**config.mk**
```make
export PLATFORM = sky130hd
export DESIGN_NAME = dfpr_ctrl
export DESIGN_NICKNAME = d
export VERILOG_FILES = /design/src/hw/rtl/dfpr_pkg.sv /design/src/hw/rtl/dfpr_ctrl.sv
export SDC_FILE = /design/constraint.sdc
export NUM_CORES = 1
export LEC_CHECK = 0
export ABC_AREA = 1
export BUFFER_PORTS_ARGS = -buffer_cell sky130_fd_sc_hd__buf_4
export CORE_AREA = 2 2 43 45
export CTS_CLUSTER_DIAMETER = 120
export DETAILED_ROUTE_END_ITERATION = 8
export DIE_AREA = 0 0 45 47
export GPL_TIMING_DRIVEN = 1
export PLACE_DENSITY = 0.71
export SLEW_MARGIN = 10
export SYNTH_ARGS = -nofsm -noshare
export SYNTH_HDL_FRONTEND = slang
export SYNTH_SLANG_ARGS = --single-unit
```
**constraint.sdc**
```tcl
create_clock -name clk -period 1.2 [get_ports clk]
set_input_delay 0.12 -clock clk [delete_from_list [all_inputs] [get_ports clk]]
set_output_delay 0.12 -clock clk [all_outputs]
set_load 0.01 [all_outputs]
```
**src/hw/rtl/dfpr_pkg.sv**
```systemverilog
`timescale 1ns / 1ps

package dfpr_pkg;

    // Parser phase of the field that is being read, one-hot.
    typedef enum logic [5:0] {
        PH_LEAD   = 6'b000001,
        PH_SIGNED = 6'b000010,
        PH_INT    = 6'b000100,
        PH_FRAC   = 6'b001000,
        PH_DONE   = 6'b010000,
        PH_BAD    = 6'b100000
    } phase_t;

    // Controller states, one-hot.
    typedef enum logic [4:0] {
        S_IDLE  = 5'b00001,
        S_CLOSE = 5'b00010,
        S_QWALK = 5'b00100,
        S_QDIV  = 5'b01000,
        S_QOUT  = 5'b10000
    } ctrl_state_t;

    // Commands from the controller to the datapath.
    typedef struct packed {
        logic take;        // a request is accepted this cycle
        logic clear;       // drop all per-response state
        logic set_ended;   // mark the content as ended
        logic close;       // close the current field
        logic more;        // further closes follow this one
        logic walk;        // one step of the ring walk
        logic qdiv;        // form the margin product
        logic qout;        // load the range report
    } dfpr_cmd_t;

    // Status from the datapath to the controller.
    typedef struct packed {
        logic in_op;          // input request is a range query
        logic in_final;       // input request is the last byte
        logic ended;          // content of this response has ended
        logic end_cond;       // input byte ends the content
        logic is_pipe;        // input byte is a field separator
        logic cur_lt_active;  // current field belongs to a sensor in use
        logic out_free;       // output register can be loaded
        logic walk_done;      // ring walk has seen every entry
    } dfpr_st_t;

    localparam logic [7:0]  CHAR_PIPE  = 8'h7C;
    localparam logic [7:0]  CHAR_SPACE = 8'h20;
    localparam logic [7:0]  CHAR_MINUS = 8'h2D;
    localparam logic [7:0]  CHAR_PLUS  = 8'h2B;
    localparam logic [7:0]  CHAR_DOT   = 8'h2E;
    localparam logic [7:0]  CHAR_ZERO  = 8'h30;
    localparam logic [7:0]  CHAR_NINE  = 8'h39;
    localparam logic [28:0] INT_LIMIT  = 29'd20000000;
    localparam logic [31:0] CENTI      = 32'd100;
    localparam logic [31:0] FLAT_MARGIN = 32'd100;
    // ceil(2^34 / 5): x / 5 == (x * RECIP_FIVE) >> 34 for any 32-bit x.
    localparam logic [31:0] RECIP_FIVE = 32'hCCCCCCCD;
    localparam logic [3:0]  CFG_RESET  = 4'd8;

endpackage

```
**src/hw/rtl/dfpr_ctrl.sv**
```systemverilog
`timescale 1ns / 1ps

module dfpr_ctrl (
    input  logic              clk,
    input  logic              rst_n,
    input  logic              s_tvalid,
    output logic              s_tready,
    input  dfpr_pkg::dfpr_st_t  st,
    output dfpr_pkg::dfpr_cmd_t cmd
);

    import dfpr_pkg::*;

    ctrl_state_t state_reg, state_next;
    logic [1:0]  forced_reg, forced_next;
    logic        loop_reg, loop_next;
    logic        fin_reg, fin_next;
    logic        do_close;

    // A close is still owed while forced closes remain, or while the
    // end-of-content sweep has sensors left.
    assign do_close = (forced_reg != 2'd0) || (loop_reg && st.cur_lt_active);

    always_comb
    begin
        state_next  = state_reg;
        forced_next = forced_reg;
        loop_next   = loop_reg;
        fin_next    = fin_reg;
        cmd         = '0;
        s_tready    = 1'b0;
        unique case (state_reg)
            S_IDLE:
            begin
                s_tready = 1'b1;
                if (s_tvalid)
                begin
                    cmd.take = 1'b1;
                    fin_next = st.in_final;
                    if (st.in_op)
                    begin
                        state_next = S_QWALK;
                    end
                    else if (st.ended)
                    begin
                        cmd.clear = st.in_final;
                    end
                    else if (st.end_cond)
                    begin
                        forced_next = 2'd1;
                        loop_next   = 1'b1;
                        state_next  = S_CLOSE;
                    end
                    else if (st.is_pipe)
                    begin
                        forced_next = st.in_final ? 2'd2 : 2'd1;
                        loop_next   = st.in_final;
                        state_next  = S_CLOSE;
                    end
                    else if (st.in_final)
                    begin
                        forced_next = 2'd1;
                        loop_next   = 1'b1;
                        state_next  = S_CLOSE;
                    end
                end
            end
            S_CLOSE:
            begin
                if (do_close)
                begin
                    if (!st.cur_lt_active || st.out_free)
                    begin
                        cmd.close   = 1'b1;
                        forced_next = (forced_reg == 2'd0) ? 2'd0 : forced_reg - 2'd1;
                        cmd.more    = (forced_next != 2'd0) || loop_reg;
                    end
                end
                else
                begin
                    cmd.set_ended = loop_reg;
                    cmd.clear     = fin_reg;
                    state_next    = S_IDLE;
                end
            end
            S_QWALK:
            begin
                cmd.walk = 1'b1;
                if (st.walk_done)
                begin
                    state_next = S_QDIV;
                end
            end
            S_QDIV:
            begin
                cmd.qdiv   = 1'b1;
                state_next = S_QOUT;
            end
            S_QOUT:
            begin
                if (st.out_free)
                begin
                    cmd.qout   = 1'b1;
                    state_next = S_IDLE;
                end
            end
            default:
            begin
                state_next = S_IDLE;
            end
        endcase
    end

    always_ff @(posedge clk or negedge rst_n)
    begin
        if (!rst_n)
        begin
            state_reg  <= S_IDLE;
            forced_reg <= 2'd0;
            loop_reg   <= 1'b0;
            fin_reg    <= 1'b0;
        end
        else
        begin
            state_reg  <= state_next;
            forced_reg <= forced_next;
            loop_reg   <= loop_next;
            fin_reg    <= fin_next;
        end
    end

    a_close_needs_room: assert property (@(posedge clk) disable iff (!rst_n)
        cmd.close && st.cur_lt_active |-> st.out_free)
        else $error("field report loaded while output register is busy");

    a_query_walks: assert property (@(posedge clk) disable iff (!rst_n)
        state_reg == S_IDLE && s_tvalid && st.in_op |=> state_reg == S_QWALK)
        else $error("range query did not start a ring walk");

    a_div_to_out: assert property (@(posedge clk) disable iff (!rst_n)
        state_reg == S_QDIV |=> state_reg == S_QOUT)
        else $error("margin step not followed by range report");

endmodule

```
Yosys cells after proc, flatten, opt, wreduce, memory -nomap -nowiden

Index checks and enable logic that the tools add are counted.

Output and inout bits: 9
Word-level logic and storage cells: 75
Bits of input ports: 11
Flip-flop bits (word level): 9

Eq/ne operators: 16
Bitwise operators: 2
Add/subtract/negate cells: 1
Reductions and logical operators: 14
Mux-type cells: 38

Operator list:

| cell               | number |
|---|---|
| $mux 5             | 9 |
| $mux 2             | 14 |
| $pmux 5 s5         | 1 |
| $ne 2x2->1 const B | 8 |
| $mux 1             | 11 |
| $reduce_and 7->1   | 1 |
| $reduce_and 6->1   | 1 |
| $reduce_bool 2->1  | 3 |
| $eq 5x1->1 const B | 1 |
| $eq 5x2->1 const B | 1 |
| $eq 5x3->1 const B | 1 |
| $eq 5x4->1 const B | 1 |
| $eq 5x5->1 const B | 1 |
| $ne 5x5->1 const B | 1 |
| $reduce_and 5->1   | 1 |
| $ne 4x4->1 const B | 1 |
| $pmux 2 s2         | 1 |
| $logic_or 1x1->1   | 3 |
| $mux 3             | 1 |
| $ne 3x3->1 const B | 1 |
| $reduce_bool 3->1  | 1 |
| $logic_not 2->1    | 1 |
| $not 1->1          | 2 |
| $pmux 1 s2         | 1 |
| other kinds (4)    | 4 |

Depth between registers and ports, before layout

Depth in word-level cells: 7
Gate-level depth with buffers: 9
Gate-level depth less buffers: 9

Least setup slack after synthesis

Ideal clock, no wire load.

Path type: register to output
Start: register state_reg[0]
End: output cmd[6] (netlist name)
Path slack: -0.273 ns
Cell stages (with the launch flop): 7
Arrival time: 1.353 ns
Path buffers: 0
Data required time: 1.080 ns
Path through: dfstp_2 -> inv_1 -> nor2_4 -> nand3_2 -> nor2_1 -> nand2_1 -> o22ai_1

RTL lines:

| item                   | line             | text |
|---|---|---|
| from (decl)            | dfpr_ctrl.sv:14  | `ctrl_state_t state_reg, state_next;` |
| from (signal assigned) | dfpr_ctrl.sv:125 | `state_reg <= state_next;` |
| to (decl)              | dfpr_ctrl.sv:9   | `output dfpr_pkg::dfpr_cmd_t cmd` |

==> metrics.log <==
INFO  metric outcome = complete, but fails checks
INFO  metric failed_checks = setup timing
INFO  metric post-route-min-period = 1.61 ns
INFO  metric power_density_over_the_cells = 2180 mW/mm2
INFO  metric tritoncts = built
INFO  metric switching_share = 43.6%
INFO  metric insertedDiodeCount = 0
INFO  metric grt_max_degree = 10
INFO  metric largest_register_ffs = 5
INFO  metric critical_path_peak_fanout = 4
INFO  metric worst_setup_path_startpoint = state_reg[2]
INFO  metric via_count_of_the_first_global_routing_pass = 738
INFO  metric drt-vias-per-instance = 4.97
INFO  metric pin_count = 20
INFO  metric cp.required = 1.08 ns
INFO  metric crit_path_setup_slack_layout = -0.411 ns
INFO  metric yosysWarningCount = 0
INFO  metric mappedNetlistArea = 679 um2
INFO  metric global_route_wire_length_before_repair = 3150 um
INFO  metric path_depth = 7
INFO  metric tritoncts.num_buffers = 3
INFO  metric hp-start = st[6]
INFO  metric total_switching_power = 1.13 mW
INFO  metric crit_family = simple AND/OR/NAND/NOR gates
INFO  metric rsz0062_at_grt = true
INFO  metric seqPwrFrac = 19.8%
INFO  metric max_slew.worst_pin.slew = 0.248 ns
INFO  metric leak_pwr = 0.650 nW
INFO  metric timing.fmax = 621 MHz
INFO  metric cp.buffers_inverters = 2
INFO  metric crit_slowest_cell = dfrtp_1
INFO  metric post_drt_antenna_nets = 0
INFO  metric max_slew_margin = 83.4%
INFO  metric place.gp.congestion = 0.818
INFO  metric clkTransAtPathRegs = 0.08 ns
INFO  metric postSynthCellCount = 105
INFO  metric edff_count_synth = 0
INFO  metric synthTopCellsByCount = nand2_1, inv_1, nor2_1, nand3_1, dfrtp_1
INFO  metric clkSinkCount = 9
INFO  metric synth_top_cell_by_area = dfrtp_1
INFO  metric hold-worst-slack = 0.139 ns
INFO  metric first_drt_pass_iteration_count = 4
INFO  metric cell_type_with_the_highest_occurrence_count_on_the_critical_path = nor2_4
INFO  metric max-clock-path-buffers = 2
INFO  metric regToRegSetupSlack = -0.32 ns
INFO  metric worstSetupPathType = reg -> out
INFO  metric starting_density = 41.1%
INFO  metric yosys.cell_types.count = 18
INFO  metric r2r_end = state_reg[2]
INFO  metric placement_rows = 15
INFO  metric post-synth-top-count-cell = nand2_1
INFO  metric p_int = 1.47 mW
INFO  metric grt_overflow_total = 0
INFO  metric vdd_ir_drop_max = 1110 uV
INFO  metric htreeDepth = 1
INFO  metric die_w = 45 um
INFO  metric wire_per_inst = 11.5 um
INFO  metric p_clk_share = 9.4%
INFO  metric ys_top_cells_by_area = dfrtp_1, nand2_1, inv_1
INFO  metric areaGrowthSynthToFinish = 75.3%
INFO  metric dr.first_iter.drc_count = 20
INFO  metric worst-r2r-cell-count = 9
INFO  metric net_count_after_synthesis = 116
INFO  metric comb_power_share = 70.8%
INFO  metric remaining_drc_errors = 0
INFO  metric setup_viol = 17
INFO  metric dpl_worst_slack = -0.219 ns
INFO  metric worst_setup_path_end_kind = primary output
INFO  metric layout.nets = 167
INFO  metric arrival = 1.49 ns
INFO  metric fin_tns_setup = -4.98 ns
INFO  metric port_buffers = 19
INFO  metric crit_path_end = cmd[6]
INFO  metric grtUsageTotal = 20.5%
INFO  metric cap_viol_max_count = 0
INFO  metric worst_clock_skew = 0.0164 ns
INFO  metric async_sr_flop_fraction = 100%
INFO  metric path_cells = nor2_4 -> buf_12 -> nand3_4 -> nor2_4 -> nand2_2 -> o22ai_2 -> buf_4
INFO  metric critical-path-max-stage-delay = 0.42 ns
INFO  metric postPlaceCellArea = 0.00100 mm2
INFO  metric r2r_start = state_reg[2]
INFO  metric fillerInstances = 134
INFO  metric finalInstanceArea = 0.00119 mm2
INFO  metric setup.worst_path.start_class = flip-flop
INFO  metric slew_violations = 0
INFO  metric ys_seq_elements = 9
INFO  metric worstHoldPathType = in -> reg
INFO  metric core_area = 0.00165 mm2
INFO  metric hpwlAfterDp = 1400 um
INFO  metric dr_total_vias = 855
INFO  metric layout_worst_path_cycle_share = 134%
INFO  metric synth_top_flop_cell = dfrtp_1
INFO  metric cts.root.buffer_cell = clkbuf_4
INFO  metric finalCoreUtilization = 72.1%
INFO  metric initial_antenna_violation_count = 0
INFO  metric drive_gt1_share = 49.7%
INFO  metric fp.dieArea = 0.00212 mm2
INFO  metric yosysTopAreaCellShare = 29.5%
INFO  metric insertion_delay = 0.26 ns
INFO  metric timing_hold_violations_final = 0
INFO  metric yosysSeqAreaShare = 33.3%
INFO  metric height_of_the_die = 47 um
INFO  metric drt_wl_total = 1980 um
INFO  metric postSynthAreaPerCell = 6.47 um2
[placed cells by master, fill, tap and decap left out]
cell           Yosys  routed
a21oi_1            1       1
buf_12             0       1
buf_4              0      36
buf_6              0       8
clkbuf_1           0       1
clkbuf_4           0       3
dfrtp_1            8       8
dfstp_2            1       1
dlygate4sd3_1      0       1
inv_1             17      14
inv_2              2       4
inv_4              0       1
nand2_1           28      21
nand2_2            2       8
nand2_4            0       1
nand3_1            9       8
nand3_2            1       1
nand3_4            0       1
nand3b_1           2       2
nand4_1            5       5
nor2_1            14      10
nor2_2             3       3
nor2_4             3       7
o21a_1             1       1
o21ai_0            6       4
o21ai_1            0       2
o21ai_2            1       1
o22ai_2            0       1
[cell families after synthesis]
| logic type | share of synthesized area (%) |
|---|---|
| flip-flops | 33.3 |
| AO/OA/AOI/OAI | 8.47 |
| AND/OR/NAND/NOR | 47.7 |
| buffers and inverters | 10.5 |
[power by group through the flow]
stage	clock network, mW	registers [mW]	logic (mW)
floorplan	0	0.526	0.784
global placement	0	0.519	1.31
CTS	0.244	0.513	1.72
detailed placement	0	0.527	1.34
global route	0.258	0.529	2.00
finish	0.244	0.515	1.84
[area by class of cell]
type / count / area, um2 / area share, %
multi-input combinational: 77 / 453 / 38.0
tap: 17 / 21.3 / 1.79
inverter: 19 / 73.8 / 6.20
timing repair buffer: 46 / 390 / 32.8
sequential: 9 / 226 / 19.0
clock buffer: 4 / 26.3 / 2.21
[worst min-delay path by stage]
stage	endpoint	slack (ns)	depth (start not counted)
global placement	state_reg[3]	-0.05	1
CTS	fin_reg	0.15	3
detailed placement	state_reg[3]	-0.05	1
global route	fin_reg	0.15	3
floorplan	fin_reg	-0.18	0
finish	fin_reg	0.14	3
[through the flow]
stage               power, mW  std cells
floorplan                1.31        105
global route             2.78        172
CTS                      2.47        170
detailed placement       1.86        158
finish                   2.60        172
global placement         1.83        158
[repair_timing]
| action | 4_1_cts | 5_1_grt |
|---|---|---|
| setup endpoints to repair | 17 | 18 |
| endpoints found under the hold margin | 9 | 0 |
| hold buffers | 1 | 0 |
| gates resized for setup | 18 | 10 |
| buffers inserted | 8 | 4 |
| pin swaps | 12 | 13 |
[layer usage]
metal  global-route usage (%)  wire, um  vias up
met5                        0         0        -
met4                     7.06        42        0
met3                     1.15        79        4
met2                     35.4       958       24
met1                     27.3       898      394
li1                         -         -      433
[worst reg2reg max path: stages (launching register included)]
cell      delay, ns
dfrtp_1        0.42
nor2_4         0.19
buf_12         0.13
nand3_4        0.09
buf_6          0.15
buf_6          0.11
o21ai_2        0.11
inv_2          0.07
nand3b_1       0.09
nand2_1        0.06
(Power assumes the default switching activity.)
